===== src/hdl/ftb_pkg.sv =====
// Shared constants and types for the face tangent/bitangent block.
`timescale 1ns / 1ps
package ftb_pkg;
   localparam int PositionWidthDef  = 24;
   localparam int TexcoordWidthDef  = 20;
   localparam int OutputFracBitsDef = 16;
   localparam int CornersPerFace    = 3;
   localparam int DeltaMaxWidth     = 31;   // deltas are shifted to fit 31 bits signed
   localparam int ProdWidth         = 64;
   localparam int MagWidth          = 30;   // normalised magnitude width
   localparam int SumWidth          = 62;   // three squares of 30 bits

   // arithmetic unit operations
   typedef enum logic [1:0] {
      OP_MUL_SUB = 2'd0,
      OP_SQRT    = 2'd1,
      OP_DIV     = 2'd2
   } op_type;

   typedef struct packed {
      logic  start;
      op_type op;
   } unit_ctl_type;
endpackage


===== src/hdl/ftb_unit.sv =====
// Shared iterative unit: restoring square root and divider, one bit a cycle.
`timescale 1ns / 1ps
module ftb_unit (
   input  logic                          clock,
   input  logic                          reset,
   input  ftb_pkg::unit_ctl_type         ctl,
   input  logic [ftb_pkg::SumWidth-1:0]  opa,
   input  logic [ftb_pkg::SumWidth-1:0]  opb,
   output logic                          done,
   output logic [ftb_pkg::SumWidth-1:0]  result
);
   import ftb_pkg::*;

   localparam int CntW = $clog2(SumWidth + 1);

   logic [SumWidth-1:0]   rem_ff, rem_in;
   logic [SumWidth-1:0]   num_ff, num_in;
   logic [SumWidth-1:0]   den_ff, den_in;
   logic [SumWidth-1:0]   res_ff, res_in;
   logic [CntW-1:0]       cnt_ff, cnt_in;
   logic                  busy_ff, busy_in;
   logic                  sqrt_ff, sqrt_in;
   logic [SumWidth+1:0]   trial;
   logic [SumWidth+1:0]   shifted;

   always_comb begin
      rem_in  = rem_ff;
      num_in  = num_ff;
      den_in  = den_ff;
      res_in  = res_ff;
      cnt_in  = cnt_ff;
      busy_in = busy_ff;
      sqrt_in = sqrt_ff;
      shifted = '0;
      trial   = '0;
      if (ctl.start) begin
         busy_in = 1'b1;
         sqrt_in = (ctl.op == OP_SQRT);
         rem_in  = '0;
         res_in  = '0;
         num_in  = opa;
         den_in  = opb;
         cnt_in  = (ctl.op == OP_SQRT) ? CntW'(SumWidth / 2) : CntW'(SumWidth);
      end else if (busy_ff) begin
         if (sqrt_ff) begin
            // two radicand bits in, one root bit out
            shifted = {rem_ff, num_ff[SumWidth-1 -: 2]};
            trial   = {res_ff, 2'b01};
            num_in  = {num_ff[SumWidth-3:0], 2'b00};
         end else begin
            shifted = {1'b0, rem_ff, num_ff[SumWidth-1]};
            trial   = {2'b00, den_ff};
            num_in  = {num_ff[SumWidth-2:0], 1'b0};
         end
         if (shifted >= trial) begin
            rem_in = SumWidth'(shifted - trial);
            res_in = {res_ff[SumWidth-2:0], 1'b1};
         end else begin
            rem_in = SumWidth'(shifted);
            res_in = {res_ff[SumWidth-2:0], 1'b0};
         end
         cnt_in = cnt_ff - 1'b1;
         if (cnt_ff == CntW'(1)) busy_in = 1'b0;
      end
   end

   always_ff @(posedge clock) begin
      if (reset) begin
         busy_ff <= 1'b0;
         cnt_ff  <= '0;
      end else begin
         busy_ff <= busy_in;
         cnt_ff  <= cnt_in;
      end
      rem_ff  <= rem_in;
      num_ff  <= num_in;
      den_ff  <= den_in;
      res_ff  <= res_in;
      sqrt_ff <= sqrt_in;
   end

   assign done   = busy_ff && (cnt_ff == CntW'(1));
   assign result = res_in;
endmodule


===== config.mk =====
export PLATFORM = sky130hd
export DESIGN_NAME = ftb_unit
export DESIGN_NICKNAME = d
export VERILOG_FILES = /design/src/hdl/ftb_pkg.sv /design/src/hdl/ftb_unit.sv
export SDC_FILE = /design/constraint.sdc
export NUM_CORES = 1
export LEC_CHECK = 0
export ABC_AREA = 1
export ABC_CLOCK_PERIOD_IN_PS = 6400
export BUFFER_PORTS_ARGS = -buffer_cell sky130_fd_sc_hd__buf_2
export CAP_MARGIN = 20
export CELL_PAD_IN_SITES_DETAIL_PLACEMENT = 0
export CELL_PAD_IN_SITES_GLOBAL_PLACEMENT = 1
export CORE_MARGIN = 2
export CORE_UTILIZATION = 45
export CTS_CLUSTER_SIZE = 20
export DETAILED_ROUTE_END_ITERATION = 10
export PLACE_DENSITY_LB_ADDON = 0.1
export SYNTH_ARGS = -nofsm -noshare
export SYNTH_HDL_FRONTEND = slang
export SYNTH_SLANG_ARGS = --single-unit

===== constraint.sdc =====
create_clock -name clock -period 6.4 [get_ports clock]
set_input_delay 0.64 -clock clock [delete_from_list [all_inputs] [get_ports clock]]
set_output_delay 0.64 -clock clock [all_outputs]
set_load 0.05 [all_outputs]

==> summary.md <==
| Metric | Value |
|---|---|
| RSZ-0062 raised after global routing | `no` |
| Vias | `16,900` |
| Flops & latches, synth | `256` |
| Initial Util | `45.7%` |
| Row count | `71` |
| DP Wirelength | `42.7 mm` |
| PwrDens | `322 nW/um^2` |
| Pre-Repair DR Iteration Count | `7` |
| Crit path max fanout | `165` |
| Syn avg cell area | `6.45 um^2` |
| Die height | `200 um` |
| Worst Clk Skew | `0.0438 ns` |
| Antenna violations before repair | `7` |
| Most frequent cells in the layout | `1,010 x nand2_1, 445 x inv_1, 190 x buf_2` |
| Pint | `3.66 mW` |
| Unique masters post-synth | `40` |
| Syn Inst Count | `2,670` |
| Worst setup margin | `1.39 ns` |
| Critical R2R Launch | `sqrt_ff$_DFFE_PP_` |
| Max_slew headroom | `34.9%` |
| Drc violations | `0` |
| Routed wire length per instance | `16.8 um` |
| Cts hold-fix bufs | `0` |
| Final Cycle Share | `78.4%` |
| Post-synth EDFFs | `125` |
| Worst setup EP type | `primary output` |
| Total congestion overflow | `0` |
| Final net count | `3,005` |
| Clk buf depth | `3` |
| Leakage power | `10.2 nW` |
| Outcome | `finished, final reports clean` |
| IO Port Bufs | `191` |
| Max-cap check violation count | `0` |
| Largest net degree at the start of global routing | `166` |
| TritonCTS clock tree | `built` |
| Routability congestion estimate | `0.940` |
| Worst r2r dst | `rem_ff[4]$_SDFFE_PP0P_` |
| Synth async-reset ratio | `0%` |
| Num CTS Buffers | `29` |
| Top_reg_cell synth | `dfxtp_1` |
| CP delay by family, top | `simple AND/OR/NAND/NOR gates` |
| Dpl cell area | `18,500 um^2` |
| Worst-Skew Late Latency | `0.61 ns` |
| Post-route insts no fill | `3,343` |
| CTS root buf | `clkbuf_16` |
| Hold endpoint | `den_ff[49]$_DFFE_PP_` |
| Worst VDD drop | `0.206 mV` |
| Synthesized area | `17,200 um^2` |
| Final WL | `56.1 mm` |
| Worst Hold Launch | `opb[49]` |
| I/O pin count | `192` |
| Crit-path cells | `buf_12 > o21ai_0 > ha_1 > nand2_1 > nor2_1 > nand2_1 > nor2_1 > nand4_1 > nand3_2 > nand2_4 > nand2_8 > nand2_4 > o21ai_0 > buf_2` |
| 1st-iter DRT viols | `1,189` |
| Global Route Usage Sum | `28.6%` |
| Register-to-register setup slack | `2.24 ns` |
| Place WS | `1.99 ns` |
| Layout Utilization | `51.7%` |
| Clock period minus worst slack | `5.01 ns` |
| Most common cell after layout, fill and taps aside | `nand2_1` |
| Critical Path Source Type | `flip-flop` |
| PnR Total Power | `6.27 mW` |
| Worst reg2reg path depth | `17` |
| Pins Over Slew Limit | `0` |
| Area delta synth->final | `13.2%` |
| Crit path buf inv count | `2` |
| Slowest cell on crit path | `ha_1` |
| Fmax | `0.199 GHz` |
| Postcts setup bufs | `0` |
| Hold slack | `0.208 ns` |
| Post-CTS Resized | `0` |
| Critical path type | `flip-flop to primary output` |
| Req. time, crit path | `5.76 ns` |
| Net Switching | `2.61 mW` |
| Worst Path Arrival | `4.37 ns` |
| Sequential power share | `31.8%` |
| CORE AREA | `37,700 um^2` |
| Hold Fails Final Rpt | `0` |
| Hold crit path type | `input pin to flip-flop` |
| Post-Layout Inst Area | `19,500 um^2` |
| Die width | `200 um` |
| Vias/cell | `5.06` |
| Combinational share of power | `41.2%` |
| Vias in the first global route | `16,200` |
| H-tree Lvls | `1` |
| First-pass GRT wire length | `88.3 mm` |
| Sequential cell area fraction in the yosys report | `37.0%` |
| Max stage delay on crit path | `0.51 ns` |
| Finish-stage setup viols | `0` |
| Placed cell count | `3,287` |
| Syn nets | `2,866` |
| Sw frac | `41.7%` |
| Clk pwr share | `27.0%` |
| Worst-Margin Slew | `0.977 ns` |
| Share of cells above drive strength 1 | `10.2%` |
| Setup TNS | `0 ns` |
| Sink Count | `256` |
| WHS Path Cells | `1` |
| Post-route ant nets | `0` |
| Synth Warn # | `0` |
| Full die area | `39,800 um^2` |
| Clock slew at reported path FFs | `0.06 ns` |
==> power by group through the flow <==
stage	Combinational, mW	Clock [mW]	Sequential [mW]
final	2.58	1.69	1.99
after detailed placement	2.55	0	2.02
after floorplan	1.86	0	1.99
after CTS	2.56	1.73	1.99
after global routing	2.93	1.78	2.01
after global placement	2.55	0	2.02
==> flip-flops by register name, indices dropped and copies added, names as in the netlist <==
register / count
busy_ff: 1
cnt_ff: 6
den_ff: 62
num_ff: 62
rem_ff: 62
res_ff: 62
sqrt_ff: 1
==> worst max path at each step <==
stage	from	endpoint	slack [ns]	cells past startpoint
6_report	sqrt_ff$_DFFE_PP_	result[0]	1.39	14
5_1_grt	sqrt_ff$_DFFE_PP_	result[0]	1.03	16
4_1_cts	sqrt_ff$_DFFE_PP_	result[0]	1.37	18
3_5_place_dp	sqrt_ff$_DFFE_PP_	result[0]	1.99	18
3_3_place_gp	sqrt_ff$_DFFE_PP_	result[0]	2.05	18
2_1_floorplan	ctl[2]	result[52]	2.14	4
==> layout make-up <==
class | instances | area, um^2
Sequential cell | 256 | 6380
Clock inverter | 15 | 155
Antenna cell | 1 | 2.50
Inverter | 454 | 1710
Tap cell | 511 | 639
Fill cell | 3978 | 18200
Clock buffer | 38 | 800
Multi-Input combinational cell | 1864 | 8710
Timing Repair Buffer | 204 | 1090
==> worst reg2reg max path, cell delays in order, from the launching register on <==
cell,delay (ns)
edfxtp_1,0.42
buf_4,0.75
nand2_1,0.33
o21ai_0,0.15
ha_1,0.35
nand2_1,0.17
inv_1,0.05
nand2_1,0.06
nand2_1,0.08
nand2_1,0.07
nand2_1,0.08
a21oi_2,0.25
nor2_2,0.09
nor2_4,0.16
buf_4,0.60
nand3_1,0.20
nand3_1,0.12
o21ai_1,0.08
==> kinds of logic after synthesis <==
group                      after synthesis  share of synthesized area (%)
buffers and inverters                  550                           12.5
and+or+nand+nor                       1382                           32.4
muxes                                    1                         0.0581
xor gates and xnor gates                25                           1.27
AOI/OAI and AO/OA                      389                           11.9
adders and majority gates               67                           4.91
DFF                                    256                           37.0
==> layer usage <==
layer	part of all wire (%)	global-route usage (%)
met4	2.0	5.87
met5	0.12	0
met3	7.9	6.31
met1	48	41.2
met2	42	43.7
==> Yosys cell counts (all sizes together) (13+ instances only) <==
cell type	n	share of area (%)
nand4	17	0.62
or2	13	0.47
nor2	163	3.7
a21oi	174	5.1
ha	66	4.8
o22ai	60	2.2
edfxtp	125	22
clkbuf	59	1.3
buf	37	1.3
inv	453	9.9
xor2	15	0.76
nand3	152	4.5
dfxtp	131	15
nand2	1016	22
o21ai	148	4.3
Note: power is estimated with default switching activity, not from simulation.
